<file path="src/hw/rtl/est_pkg.sv">
// Shared types and constants for the event subscription table.
// Used by the top level; has no dependencies of its own.
package est_pkg;

   localparam int MODE_W = 2;
   localparam int STATUS_W = 2;
   localparam int SIG_W = 8;
   localparam int CAP_W = 5;

   localparam logic [MODE_W-1:0] MODE_SUBSCRIBE   = 2'd0;
   localparam logic [MODE_W-1:0] MODE_UNSUBSCRIBE = 2'd1;
   localparam logic [MODE_W-1:0] MODE_EMIT        = 2'd2;

   localparam logic [STATUS_W-1:0] STATUS_DONE    = 2'd0;
   localparam logic [STATUS_W-1:0] STATUS_FULL    = 2'd1;
   localparam logic [STATUS_W-1:0] STATUS_IGNORED = 2'd2;

   localparam logic [CAP_W-1:0] CAP_RESET = 5'd16;

endpackage

</file>
<file path="src/hw/rtl/est_ram.sv">
// Generic simple dual-port RAM: one write port, one read port, registered read.
// Stands alone; no package dependencies.
module est_ram #(
   parameter int WIDTH = 24,
   parameter int DEPTH = 16
) (
   input  logic                     clock,
   input  logic                     wr_en,
   input  logic [$clog2(DEPTH)-1:0] wr_addr,
   input  logic [WIDTH-1:0]         wr_data,
   input  logic [$clog2(DEPTH)-1:0] rd_addr,
   output logic [WIDTH-1:0]         rd_data
);

   logic [WIDTH-1:0] mem_ff [DEPTH];
   logic [WIDTH-1:0] rd_data_ff;

   always_ff @(posedge clock) begin
      if (wr_en) begin
         mem_ff[wr_addr] <= wr_data;
      end
      rd_data_ff <= mem_ff[rd_addr];
   end

   assign rd_data = rd_data_ff;

endmodule

</file>
<file path="src/hw/rtl/event_subscription_table_unit.sv">
// Event subscription table: top level with the scan sequencer and the entry RAM.
// Depends on est_pkg and est_ram.
// Ignored requests and requests on an empty table go straight to the final state; otherwise
// the final result follows a downward one-entry-per-cycle scan of the used entries, cut short
// when a subscribe finds a free slot.
// Busy stays high until the final result is on the ports, so a new transfer is taken only after
// the previous one is through; results are never stalled.
// Reset (synchronous) empties the table and sets the capacity limit to 16.
module event_subscription_table_unit #(
   parameter int TABLE_DEPTH = 16,
   parameter int ID_BITS = 8
) (
   input  logic                                clock,
   input  logic                                reset,
   // request channel
   input  logic                                start,
   output logic                                busy,
   input  logic [est_pkg::MODE_W-1:0]          req_mode,
   input  logic [ID_BITS-1:0]                  req_emitter_id,
   input  logic [est_pkg::SIG_W-1:0]           req_signal_code,
   input  logic [ID_BITS-1:0]                  req_listener_id,
   // result channel
   output logic                                rsp_valid,
   output logic [est_pkg::STATUS_W-1:0]        rsp_status,
   output logic                                rsp_notify_valid,
   output logic [ID_BITS-1:0]                  rsp_listener_out,
   output logic [$clog2(TABLE_DEPTH+1)-1:0]    rsp_removed_count,
   output logic                                rsp_last,
   // configuration channel
   input  logic                                csr_valid,
   output logic                                csr_ready,
   input  logic [est_pkg::CAP_W-1:0]           csr_data
);

   localparam int IDX_W = $clog2(TABLE_DEPTH);
   localparam int CNT_W = $clog2(TABLE_DEPTH + 1);
   localparam int ENTRY_W = 2 * ID_BITS + est_pkg::SIG_W;
   localparam int CMP_W = (CNT_W > est_pkg::CAP_W) ? CNT_W : est_pkg::CAP_W;

   typedef enum logic [1:0] {
      ST_IDLE,
      ST_SCAN,
      ST_FIN
   } state_type;

   state_type                    state_ff, state_in;
   logic [est_pkg::CAP_W-1:0]    cap_ff, cap_in;
   logic [CNT_W-1:0]             used_ff, used_in;
   logic [est_pkg::MODE_W-1:0]   mode_ff, mode_in;
   logic [ID_BITS-1:0]           em_ff, em_in;
   logic [est_pkg::SIG_W-1:0]    sig_ff, sig_in;
   logic [ID_BITS-1:0]           lis_ff, lis_in;
   logic                         ign_ff, ign_in;
   logic                         found_ff, found_in;
   logic [CNT_W-1:0]             cnt_ff, cnt_in;
   logic                         pend_vld_ff, pend_vld_in;
   logic [ID_BITS-1:0]           pend_ff, pend_in;
   logic [IDX_W-1:0]             addr_ff, addr_in;
   logic                         issuing_ff, issuing_in;
   logic [IDX_W-1:0]             chk_ff, chk_in;
   logic                         chk_vld_ff, chk_vld_in;

   logic                         rsp_valid_ff, rsp_valid_in;
   logic [est_pkg::STATUS_W-1:0] rsp_status_ff, rsp_status_in;
   logic                         rsp_notify_ff, rsp_notify_in;
   logic [ID_BITS-1:0]           rsp_lis_ff, rsp_lis_in;
   logic [CNT_W-1:0]             rsp_removed_ff, rsp_removed_in;
   logic                         rsp_last_ff, rsp_last_in;

   logic                         wr_en;
   logic [IDX_W-1:0]             wr_addr;
   logic [ENTRY_W-1:0]           wr_data;
   logic [ENTRY_W-1:0]           rd_data;

   logic [ID_BITS-1:0]           e_em;
   logic [est_pkg::SIG_W-1:0]    e_sig;
   logic [ID_BITS-1:0]           e_lis;
   logic                         emit_match;
   logic                         remove_match;
   logic                         room;
   logic [CNT_W-1:0]             used_m1;
   logic                         accept;

   est_ram #(
      .WIDTH(ENTRY_W),
      .DEPTH(TABLE_DEPTH)
   ) u_ram (
      .clock  (clock),
      .wr_en  (wr_en),
      .wr_addr(wr_addr),
      .wr_data(wr_data),
      .rd_addr(addr_ff),
      .rd_data(rd_data)
   );

   assign {e_em, e_sig, e_lis} = rd_data;

   assign emit_match = ((e_em == '0) || (e_em == em_ff)) && (e_sig == sig_ff) &&
                       (e_lis != '0);
   assign remove_match = ((em_ff == '0) || (e_em == em_ff)) &&
                         ((sig_ff == '0) || (e_sig == sig_ff)) && (e_lis == lis_ff);

   // The used region may grow only while below both the limit and the depth.
   assign room = (CMP_W'(used_ff) < CMP_W'(cap_ff)) &&
                 (used_ff < CNT_W'(TABLE_DEPTH));
   assign used_m1 = used_ff - CNT_W'(1);

   assign accept = start && (state_ff == ST_IDLE);
   assign busy = (state_ff != ST_IDLE);
   assign csr_ready = 1'b1;

   always_comb begin
      state_in = state_ff;
      cap_in = cap_ff;
      used_in = used_ff;
      mode_in = mode_ff;
      em_in = em_ff;
      sig_in = sig_ff;
      lis_in = lis_ff;
      ign_in = ign_ff;
      found_in = found_ff;
      cnt_in = cnt_ff;
      pend_vld_in = pend_vld_ff;
      pend_in = pend_ff;
      addr_in = addr_ff;
      issuing_in = issuing_ff;
      chk_in = chk_ff;
      chk_vld_in = 1'b0;
      rsp_valid_in = 1'b0;
      rsp_status_in = rsp_status_ff;
      rsp_notify_in = rsp_notify_ff;
      rsp_lis_in = rsp_lis_ff;
      rsp_removed_in = rsp_removed_ff;
      rsp_last_in = rsp_last_ff;
      wr_en = 1'b0;
      wr_addr = chk_ff;
      wr_data = '0;

      if (csr_valid && csr_ready) begin
         cap_in = csr_data;
      end

      unique case (state_ff)
         ST_IDLE: begin
            if (accept) begin
               mode_in = req_mode;
               em_in = req_emitter_id;
               sig_in = req_signal_code;
               lis_in = req_listener_id;
               found_in = 1'b0;
               cnt_in = '0;
               pend_vld_in = 1'b0;
               addr_in = used_m1[IDX_W-1:0];
               issuing_in = 1'b1;
               unique case (req_mode)
                  est_pkg::MODE_SUBSCRIBE:
                     ign_in = (req_signal_code == '0) || (req_listener_id == '0);
                  est_pkg::MODE_UNSUBSCRIBE:
                     ign_in = (req_listener_id == '0);
                  est_pkg::MODE_EMIT:
                     ign_in = (req_signal_code == '0);
                  default:
                     ign_in = 1'b1;
               endcase
               if (ign_in || (used_ff == '0)) begin
                  state_in = ST_FIN;
               end else begin
                  state_in = ST_SCAN;
               end
            end
         end

         ST_SCAN: begin
            // Read addresses are issued one ahead of the entry being checked.
            if (issuing_ff) begin
               chk_vld_in = 1'b1;
               chk_in = addr_ff;
               if (addr_ff == '0) begin
                  issuing_in = 1'b0;
               end else begin
                  addr_in = addr_ff - IDX_W'(1);
               end
            end
            if (chk_vld_ff) begin
               unique case (mode_ff)
                  est_pkg::MODE_SUBSCRIBE: begin
                     if (e_lis == '0) begin
                        wr_en = 1'b1;
                        wr_data = {em_ff, sig_ff, lis_ff};
                        found_in = 1'b1;
                        state_in = ST_FIN;
                     end
                  end
                  est_pkg::MODE_UNSUBSCRIBE: begin
                     if (remove_match) begin
                        wr_en = 1'b1;
                        wr_data = '0;
                        cnt_in = cnt_ff + CNT_W'(1);
                     end
                  end
                  est_pkg::MODE_EMIT: begin
                     // A match is held back until the next one shows it was not last.
                     if (emit_match) begin
                        if (pend_vld_ff) begin
                           rsp_valid_in = 1'b1;
                           rsp_status_in = est_pkg::STATUS_DONE;
                           rsp_notify_in = 1'b1;
                           rsp_lis_in = pend_ff;
                           rsp_removed_in = '0;
                           rsp_last_in = 1'b0;
                        end
                        pend_in = e_lis;
                        pend_vld_in = 1'b1;
                     end
                  end
                  default: begin
                  end
               endcase
               if (chk_ff == '0) begin
                  state_in = ST_FIN;
               end
            end
         end

         ST_FIN: begin
            state_in = ST_IDLE;
            issuing_in = 1'b0;
            rsp_valid_in = 1'b1;
            rsp_status_in = est_pkg::STATUS_DONE;
            rsp_notify_in = 1'b0;
            rsp_lis_in = '0;
            rsp_removed_in = '0;
            rsp_last_in = 1'b1;
            if (ign_ff) begin
               rsp_status_in = est_pkg::STATUS_IGNORED;
            end else begin
               unique case (mode_ff)
                  est_pkg::MODE_SUBSCRIBE: begin
                     if (!found_ff) begin
                        if (room) begin
                           wr_en = 1'b1;
                           wr_addr = used_ff[IDX_W-1:0];
                           wr_data = {em_ff, sig_ff, lis_ff};
                           used_in = used_ff + CNT_W'(1);
                        end else begin
                           rsp_status_in = est_pkg::STATUS_FULL;
                        end
                     end
                  end
                  est_pkg::MODE_UNSUBSCRIBE: begin
                     rsp_removed_in = cnt_ff;
                  end
                  est_pkg::MODE_EMIT: begin
                     if (pend_vld_ff) begin
                        rsp_notify_in = 1'b1;
                        rsp_lis_in = pend_ff;
                     end
                  end
                  default: begin
                     rsp_status_in = est_pkg::STATUS_IGNORED;
                  end
               endcase
            end
         end

         default: begin
            state_in = ST_IDLE;
         end
      endcase
   end

   always_ff @(posedge clock) begin
      if (reset) begin
         state_ff <= ST_IDLE;
         cap_ff <= est_pkg::CAP_RESET;
         used_ff <= '0;
         issuing_ff <= 1'b0;
         chk_vld_ff <= 1'b0;
         pend_vld_ff <= 1'b0;
         rsp_valid_ff <= 1'b0;
      end else begin
         state_ff <= state_in;
         cap_ff <= cap_in;
         used_ff <= used_in;
         issuing_ff <= issuing_in;
         chk_vld_ff <= chk_vld_in;
         pend_vld_ff <= pend_vld_in;
         rsp_valid_ff <= rsp_valid_in;
      end
      mode_ff <= mode_in;
      em_ff <= em_in;
      sig_ff <= sig_in;
      lis_ff <= lis_in;
      ign_ff <= ign_in;
      found_ff <= found_in;
      cnt_ff <= cnt_in;
      pend_ff <= pend_in;
      addr_ff <= addr_in;
      chk_ff <= chk_in;
      rsp_status_ff <= rsp_status_in;
      rsp_notify_ff <= rsp_notify_in;
      rsp_lis_ff <= rsp_lis_in;
      rsp_removed_ff <= rsp_removed_in;
      rsp_last_ff <= rsp_last_in;
   end

   assign rsp_valid = rsp_valid_ff;
   assign rsp_status = rsp_status_ff;
   assign rsp_notify_valid = rsp_notify_ff;
   assign rsp_listener_out = rsp_lis_ff;
   assign rsp_removed_count = rsp_removed_ff;
   assign rsp_last = rsp_last_ff;

   a_used_bounded: assert property (@(posedge clock) disable iff (reset)
      used_ff <= CNT_W'(TABLE_DEPTH))
      else $error("used count beyond table depth");

   a_no_write_idle: assert property (@(posedge clock) disable iff (reset)
      wr_en |-> (state_ff != ST_IDLE))
      else $error("table write while idle");

   a_accept_busy: assert property (@(posedge clock) disable iff (reset)
      accept |=> busy)
      else $error("accepted transfer did not raise busy");

   a_notify_form: assert property (@(posedge clock) disable iff (reset)
      (rsp_valid && rsp_notify_valid) |->
         ((rsp_listener_out != '0) && (rsp_status == est_pkg::STATUS_DONE)))
      else $error("notification without a listener");

   a_partial_busy: assert property (@(posedge clock) disable iff (reset)
      (rsp_valid && !rsp_last) |-> busy)
      else $error("non-final result after the item ended");

endmodule
</file>
<file path="config.mk">
export PLATFORM = sky130hd
export DESIGN_NAME = event_subscription_table_unit
export DESIGN_NICKNAME = d
export VERILOG_FILES = /design/src/hw/rtl/est_pkg.sv /design/src/hw/rtl/est_ram.sv /design/src/hw/rtl/event_subscription_table_unit.sv
export SDC_FILE = /design/constraint.sdc
export NUM_CORES = 1
export LEC_CHECK = 0
export BUFFER_PORTS_ARGS = -buffer_cell sky130_fd_sc_hd__clkbuf_2
export CAP_MARGIN = 20
export CORE_ASPECT_RATIO = 0.9
export CORE_MARGIN = 3
export CORE_UTILIZATION = 64
export CTS_CLUSTER_SIZE = 40
export DETAILED_ROUTE_END_ITERATION = 16
export HOLD_SLACK_MARGIN = 0.12
export PLACE_DENSITY_LB_ADDON = 0.1
export SLEW_MARGIN = 10
export SYNTH_ARGS = -nofsm -noshare
export SYNTH_HDL_FRONTEND = slang
export SYNTH_SLANG_ARGS = --single-unit
</file>
<file path="constraint.sdc">
create_clock -name clock -period 12.6 [get_ports clock]
set_input_delay 1.89 -clock clock [delete_from_list [all_inputs] [get_ports clock]]
set_output_delay 1.89 -clock clock [all_outputs]
set_load 0.05 [all_outputs]
</file>
After elaboration in Yosys (flattened, before gate mapping) --
Memories as Yosys holds them, arrays and structs flattened. A register that Yosys moved wholly into a read port is not among the register bits. Cells that the tools add are included.
Storage, ports and cells: bits in registers 82, RAM bits 384, bits of input ports 35, memories kept 1
Cells by class: $add $sub $neg 4, magnitude comparators 2, eq/ne operators 22, muxes and demuxes 98, bitwise logic cells 3, reduce and logical (&&, ||, !) cells 41
Memories:
- u_ram.mem_ff | words 16, width 24, read ports 1, clocked after memory_dff 1, write ports 1, line est_ram.sv:15 | logic [WIDTH-1:0] mem_ff [DEPTH];
Operators with widths (number):
- 2-to-1 mux 24 bit | 7
- 2-to-1 mux 8 bit | 7
- 2-to-1 mux 5 bit | 10
- zero test 8 bit | 6
- one-hot mux 24 bit (2 select lines) | 1
- 2-to-1 mux 1 bit | 38
- 2-to-1 mux 4 bit | 8
- AND reduction 5 bit | 5
- equality test 8 bit | 3
- 2-to-1 mux 2 bit | 11
- inequality test 2 bit, second input constant | 11
- one-hot mux 5 bit (2 select lines) | 2
- one-hot mux 8 bit (2 select lines) | 1
- one-hot mux 1 bit (2 select lines) | 7
- one-hot mux 2 bit (2 select lines) | 3
- AND reduction 4 bit | 3
- adder 5 x 1 -> 5 bit, second input constant | 2
- zero test 4 bit | 2
- one-hot mux 4 bit (2 select lines) | 1
- nonzero test 8 bit | 1
- subtractor 4 x 1 -> 4 bit, second input constant | 2
- equality test 2 x 1 -> 1 bit, second input constant | 3
- equality test 2 bit, second input constant | 3
- logical AND 1 bit | 6
- other kinds (12) | 27

Longest topological paths before layout --
Gate-level depths: netlist (run 1).
word-level depth 10, depth in mapped cells 9, gate-level depth less buffers 7

Cells and area by module --
From an unflattened synthesis (run 1), not the netlist that was laid out.
Unflattened totals: cells, all modules 954, area, all modules 18850.6 um2
Modules (own cells, without submodules):
- est_ram | times used 1, cells an instance 636, area each 14930.6 um2, seq. area each 12011.5 um2
- event_subscription_table_unit | times used 1, cells an instance 318, area each 3920.0 um2, seq. area each 2302.2 um2

Worst setup path after synthesis (run 1) --
Ideal clock, no wire load.
path kind reg2reg, start point reg cap_ff[4] (netlist bit), end point mem u_ram.mem_ff[11][0], enable pin, library setup time 442 ps, arrival 3794 ps, slack 8364 ps, cell stages (with the launch flop) 8, cells stage by stage dfxtp_1 > inv_1 > ha_1 > or4_4 > a2111oi_4 > o21ai_2 > mux2_4 > a211oi_1
On the way: cells in the longest elaborated chain, start to end 9, elaborated cells between the ends (all ways) 14, those cells by class 1 x order compare; 12 x mux; 1 x reduce/logical
Ends and longest elaborated chain:
- start: declaration | line event_subscription_table_unit.sv:47 | logic [est_pkg::CAP_W-1:0] cap_ff, cap_in;
- start signal: assignment | line event_subscription_table_unit.sv:275 | cap_ff <= est_pkg::CAP_RESET;
- start signal: assignment | line event_subscription_table_unit.sv:283 | cap_ff <= cap_in;
- < comparator 5 bit * | line event_subscription_table_unit.sv:104 | assign room = (CMP_W'(used_ff) < CMP_W'(cap_ff)) &&
- logical AND 1 bit * | line event_subscription_table_unit.sv:104
- 2-to-1 mux 1 bit | line event_subscription_table_unit.sv:240 | if (room) begin
- 2-to-1 mux 1 bit | line event_subscription_table_unit.sv:239 | if (!found_ff) begin
- 2-to-1 mux 1 bit | line event_subscription_table_unit.sv:237 | unique case (mode_ff)
- 2-to-1 mux 1 bit | line event_subscription_table_unit.sv:234 | if (ign_ff) begin
- one-hot mux 1 bit (2 select lines) | line event_subscription_table_unit.sv:143 | unique case (state_ff)
- 2-to-1 mux 1 bit | line est_ram.sv:19 | if (wr_en) begin
- 2-to-1 mux 1 bit (not written as such) | line est_ram.sv:20 | mem_ff[wr_addr] <= wr_data;
- end: declaration | line est_ram.sv:15
Mark *: on every way between the ends. The rest lies on a longest branch, timed or not.

Final worst setup path (run 1) --
start point reg state_ff[1], end point out busy
On the way: cells in the longest elaborated chain, start to end 1
Ends and longest elaborated chain:
- start: declaration | line event_subscription_table_unit.sv:46 | state_type state_ff, state_in;
- start signal: assignment | line event_subscription_table_unit.sv:282 | state_ff <= state_in;
- nonzero test 2 bit | line event_subscription_table_unit.sv:109 | assign busy = (state_ff != ST_IDLE);
- end: declaration | line event_subscription_table_unit.sv:17 | output logic busy,
Every way passes these cells.

==> flow_summary.json, run 1 <==
{
  "seqPwrFrac_pct": 56.2,
  "grt_pass1_vias": 9504,
  "die_area_um2": 31800,
  "clock_latency_ns": 0.55,
  "ys_warn_count": 0,
  "status": "complete, no violations",
  "slew_headroom_pct": 27.7,
  "slowest_stage": "dfxtp_1",
  "maxCapViolCount": 0,
  "multiInputGateArea_um2": 4640,
  "syn_area_um2": 19000,
  "io_pins": 55,
  "hold_class": "reg2reg",
  "die_w_um": 188,
  "drt_iter0_markers": 1027,
  "gp_congestion": 0.876,
  "die_h_um": 169,
  "layout_min_cycle_time_ns": 3.63,
  "arrival_ns": 1.74,
  "hold_violations": 0,
  "synth_seq_cells": 490,
  "drv_slew": 0,
  "postCtsSetupRepairBufs": 0,
  "hpwl_um": 21600,
  "fmax_ghz": 0.276,
  "fill_cells": 1671,
  "clock_skew_ns": 0.0176,
  "crit_path_frequent_cell": "inv_1",
  "antenna_left": 0,
  "seq_area_um2": 14300,
  "internal_power_mw": 2.55,
  "total_power_mw": 3.18,
  "p_clk_share_pct": 40.9,
  "num_vias": 9141,
  "cpPeakStageDelay_ns": 0.42,
  "routedWlPerCell_um": 26.8,
  "yosysSeqAreaShare_pct": 75.3,
  "peakVddDrop_uv": 101,
  "clk_pin_slew_ns": 0.06,
  "final_nets": 1040,
  "antenna_found_initial": 0,
  "ys_types": 48,
  "tritoncts": "done",
  "tightest_slew_ns": 1.08,
  "drive_gt1_share_pct": 27.0,
  "endpoint_kind": "output pin",
  "htree_levels": 2,
  "instances_no_fill": 1427,
  "ctsResizeCount": 0,
  "area_growth_pct": 12.4,
  "numCtsBuffers": 46,
  "clockBufferDepth": 3,
  "syn_nets": 956,
  "path_cells": "inv_1 > ha_1 > inv_1 > clkbuf_2",
  "rsz0062_at_grt": "no",
  "p_comb_share_pct": 2.9,
  "synth-edff-count": 450,
  "drc": 0,
  "holdWs_ns": 0.499,
  "diodes": 0,
  "ys.flop_type": "edfxtp_1",
  "place_ws_ns": 8.96,
  "avgSynthCellArea_um2": 20.9,
  "p_switching_mw": 0.631,
  "grt_max_degree": 54,
  "worstPathMaxFanout": 4,
  "post-route-util_pct": 73.4,
  "initial_core_util_pct": 65.3,
  "finalWirelength_um": 38300,
  "viasPerCell": 6.41,
  "setup_viol": 0,
  "tns_ns": 0,
  "fin_crit_sh_pct": 28.8,
  "grt_pass1_wl_um": 59100,
  "rows": 59,
  "setup_slack_ns": 8.97,
  "synthCells": 909,
  "fin_area_um2": 21400,
  "p_sw_share_pct": 19.8,
  "portBuffers": 53,
  "coreArea_um2": 29100,
  "grt_overflow": 0,
  "worstPathRequired_ns": 10.71,
  "dr.pass1.iters": 5,
  "root_buffer": "clkbuf_16",
  "crit_type": "reg2out",
  "cts.sinks": 490,
  "ys_async_sr_fraction_pct": 0,
  "powerDensity_nw_per_um2": 149,
  "cp-start-kind": "register",
  "placedCellCount": 1341,
  "power.static_leakage_nw": 7.94,
  "post_dp_cell_area_um2": 19900,
  "holdBufCountCts": 0,
  "gr-usage-all-layers_pct": 25.0
}
critical path: cells and delay by family, from the launching register on:
family / cells / cell delay [ns]
buffers and inverters: 3 / 0.53
adders and majority gates: 1 / 0.23
DFF: 1 / 0.42
area by class of cell:
cell class / count / area share [%]
inverter: 13 / 0.228
multi-input combinational: 365 / 21.7
clock buffer: 67 / 5.95
clock inverter: 19 / 0.709
timing repair buffer: 77 / 2.09
sequential: 490 / 67.0
tap: 396 / 2.32
cells in the final DEF, fill, tap and decap left out, drive strengths merged, types with 15 or more instances in the layout:
master	Yosys	layout
a211oi	16	16
and2	44	44
buf	19	24
clkbuf	22	120
clkinv	0	15
dfxtp	40	40
edfxtp	450	450
inv	13	15
mux2i	15	15
mux4	120	120
nor2	23	23
xnor2	27	27
sequential cells by signal (all words and copies together) (netlist names), 2 cells and up:
register	cells
addr_ff	4
cap_ff	5
chk_ff	4
cnt_ff	5
em_ff	8
lis_ff	8
mode_ff	2
pend_ff	8
rsp_listener_out	8
rsp_removed_count	5
rsp_status	2
sig_ff	8
state_ff	2
u_ram.mem_ff	384
u_ram.rd_data	24
used_ff	5
power by group through the flow:
stage / logic [mW] / registers, mW / clock network, mW
after global routing: 0.0995 / 1.79 / 1.39
after detailed placement: 0.0929 / 1.82 / 0
after global placement: 0.0897 / 1.82 / 0
after floorplan: 0.0492 / 1.83 / 0
after CTS: 0.0934 / 1.79 / 1.33
final: 0.0929 / 1.79 / 1.30
cell usage after synthesis, types with 3 or more instances:
cell      instances  area (um2)
edfxtp_1        450       13500
mux4_2          120        2700
and2_1           44         275
dfxtp_1          40         801
xnor2_1          27         236
nor2_1           23        86.3
clkbuf_1         22        82.6
mux2i_1          15         150
inv_1            13        48.8
nand2_1          13        48.8
ha_1             12         150
nor4_1           12        75.1
a211oi_1         11        82.6
a21oi_1          11        55.1
buf_2             9        45.0
nand4_1           8        50.1
nor2b_1           8        50.1
o21ai_0           8        40.0
buf_1             7        26.3
nand3_1           7        35.0
a211oi_2          5        62.6
xor2_1            4        35.0
a21o_1            3        22.5
nand3b_1          3        22.5
o211ai_1          3        22.5
logic make-up (layout without fill, tap and decap cells):
group / Yosys count / after routing / share of synthesized area [%]
adders and majority gates: 12 / 12 / 0.790
and+or+nand+nor: 131 / 131 / 3.89
muxes: 137 / 137 / 15.2
AOI/OAI and AO/OA: 53 / 53 / 2.17
buffers and inverters: 54 / 176 / 1.22
xor gates and xnor gates: 31 / 31 / 1.43
other: 1 / 1 / 0.0197
DFF: 490 / 490 / 75.3
worst paths after layout:
check	start	end	cells after the start	slack, ns
worst min register to register	cap_ff[2]	cap_ff[2]	2	0.50
worst max register to register	used_ff[3]	u_ram.mem_ff[8][8]	7	9.14
worst max-delay path	state_ff[1]	busy	4	8.97
worst min-delay path	cap_ff[2]	cap_ff[2]	2	0.50
per-layer routing:
layer	GRT usage, %	wire (um)	vias to the layer above
li1	-	-	3878
met1	36.0	15500	4798
met2	41.7	19400	408
met3	3.47	2680	57
met4	6.72	744	0
met5	0	0	-
Note: power is estimated with default switching activity, not from simulation.
==> run 2: changes to the inputs <==
- CORE_UTILIZATION: 64 -> 62
- clock period: 12.6 -> 3.53 ns (I/O delays scaled with it)
==> run 2 against run 1 <==
  * Critical path depth rose by 3
  * Via count rose by 0.69%
  * Combinational power rose to 3.7 times the previous value
  * Core utilization fell by 0.67 points
  * Global-route usage fell by 0.28 points
  * Flip-flop and latch count did not move
==> flow_summary.json, run 2 (synthesized netlist as in run 1, its figures left out) <==
{
  "maxCapViolCount": 0,
  "die_area_um2": 32800,
  "grt_overflow": 0,
  "r2r_start": "used_ff[4]",
  "clock_skew_ns": 0.0109,
  "drc": 0,
  "grt_max_degree": 73,
  "tritoncts": "done",
  "antenna_left": 0,
  "largest_register_ffs": 384,
  "num_vias": 9204,
  "p_comb_share_pct": 2.9,
  "hold_violations": 0,
  "grt_pass1_wl_um": 59000,
  "p_sw_share_pct": 19.7,
  "multiInputGateArea_um2": 4640,
  "status": "complete, no violations",
  "drive_gt1_share_pct": 29.5,
  "cts.sinks": 490,
  "clockBufferDepth": 3,
  "gp_congestion": 0.873,
  "setup_viol": 0,
  "crit_type": "reg2reg",
  "r2r_setup_slack_ns": 0.23,
  "setup_slack_ns": 0.229,
  "placedCellCount": 1372,
  "rsz0062_at_grt": "no",
  "seqPwrFrac_pct": 54.1,
  "fin_crit_sh_pct": 93.5,
  "drt_iter0_markers": 859,
  "antenna_found_initial": 0,
  "p_clk_share_pct": 43.0,
  "area_growth_pct": 15.0,
  "powerDensity_nw_per_um2": 540,
  "root_buffer": "clkbuf_16",
  "clock_latency_ns": 0.56,
  "routedWlPerCell_um": 26.9,
  "drv_slew": 0,
  "worstHoldStart": "req_emitter_id[0]",
  "fin_area_um2": 21900,
  "diodes": 0,
  "die_w_um": 191,
  "whs_path_depth": 1,
  "tightest_slew_ns": 1.12,
  "place_ws_ns": 0.199,
  "reg2reg_depth": 7,
  "holdPathEnd": "em_ff[0]",
  "arrival_ns": 3.60,
  "hpwl_um": 24200,
  "worstPathRequired_ns": 3.82,
  "fmax_ghz": 0.303,
  "portBuffers": 53,
  "dr.pass1.iters": 5,
  "clk_pin_slew_ns": 0.06,
  "initial_core_util_pct": 63.3,
  "final_common_cell": "edfxtp_1",
  "total_power_mw": 11.8,
  "internal_power_mw": 9.47,
  "layout_min_cycle_time_ns": 3.30,
  "post-route-util_pct": 72.8,
  "grt_pass1_vias": 9619,
  "post_dp_cell_area_um2": 20300,
  "fill_cells": 1718,
  "io_pins": 55,
  "gr-usage-all-layers_pct": 24.7,
  "layout_common_cells": "edfxtp_1 (450), mux4_2 (120), clkbuf_2 (53)",
  "p_switching_mw": 2.32,
  "seq_area_um2": 14300,
  "finalWirelength_um": 39200,
  "final_nets": 1066,
  "holdWs_ns": 0.145,
  "reg2reg_to": "u_ram.mem_ff[8][8]",
  "rows": 60,
  "max_flop_register": "u_ram.mem_ff",
  "coreArea_um2": 30000,
  "cp-start-kind": "register",
  "numCtsBuffers": 47,
  "instances_no_fill": 1460,
  "htree_levels": 2,
  "power.static_leakage_nw": 8.19,
  "slew_headroom_pct": 25.3,
  "tns_ns": 0,
  "endpoint_kind": "register",
  "hold_class": "in2reg",
  "peakVddDrop_uv": 378,
  "viasPerCell": 6.30,
  "worstPathMaxFanout": 16,
  "die_h_um": 172
}
-- run 2: cell count changes in the layout (fill, tap and decap cells not counted), moves of 3 or more --
cell | before | now
clkbuf_1 | 18 | 15
bufinv_16 | 2 | 5
clkinv_2 | 5 | 8
clkinv_1 | 10 | 4
buf_12 | 0 | 11
clkbuf_8 | 2 | 5
buf_4 | 24 | 37
-- run 2: power groups by stage --
stage / clock network (mW) / logic (mW) / registers, mW
final: 5.07 / 0.343 / 6.38
after global routing: 5.38 / 0.368 / 6.38
after CTS: 5.15 / 0.345 / 6.38
after detailed placement: 0 / 0.343 / 6.50
after global placement: 0 / 0.336 / 6.50
after floorplan: 0 / 0.176 / 6.54
-- run 2: worst max-delay path by stage --
| stage | start | endpoint | slack, ns | depth (start not counted) |
|---|---|---|---|---|
| global placement | cap_ff[4] | u_ram.mem_ff[0][7] | 0.32 | 8 |
| floorplan | cap_ff[4] | u_ram.mem_ff[10][0] | -0.64 | 9 |
| CTS | cap_ff[4] | u_ram.mem_ff[8][11] | 0.20 | 8 |
| finish | used_ff[4] | u_ram.mem_ff[8][8] | 0.23 | 7 |
| detailed placement | cap_ff[4] | u_ram.mem_ff[8][11] | 0.20 | 8 |
| global route | cap_ff[4] | u_ram.mem_ff[8][8] | 0.1 | 8 |
-- run 2: cell type report --
cell class	count	area share (%)
sequential	490	65.5
multi-input combinational	365	21.2
clock buffer	69	6.18
timing repair buffer	102	3.54
tap	403	2.31
clock inverter	18	1.03
inverter	13	0.223
-- run 2: worst max-delay path, stage by stage, from the launching register on --
cell and delay, ns:
dfxtp_1 0.35, ha_1 0.21, or4_4 0.53, a2111oi_4 0.35, o21a_1 0.33, mux2i_1 0.90, a211oi_4 0.08, buf_4 0.27
-- run 2: per-layer routing --
metal,wire (um),vias to the layer above,global-route usage [%]
li1,-,3931,-
met1,15900,4781,34.5
met2,19200,415,39.5
met3,2940,77,5.31
met4,1220,0,9.51
met5,0,-,0
-- run 2: timing repair --
action | in CTS | in global routing
hold buffers | 1 | 0
setup buffers | 0 | 0
hold endpoints to repair | 1 | 0
gates resized for setup | 0 | 0
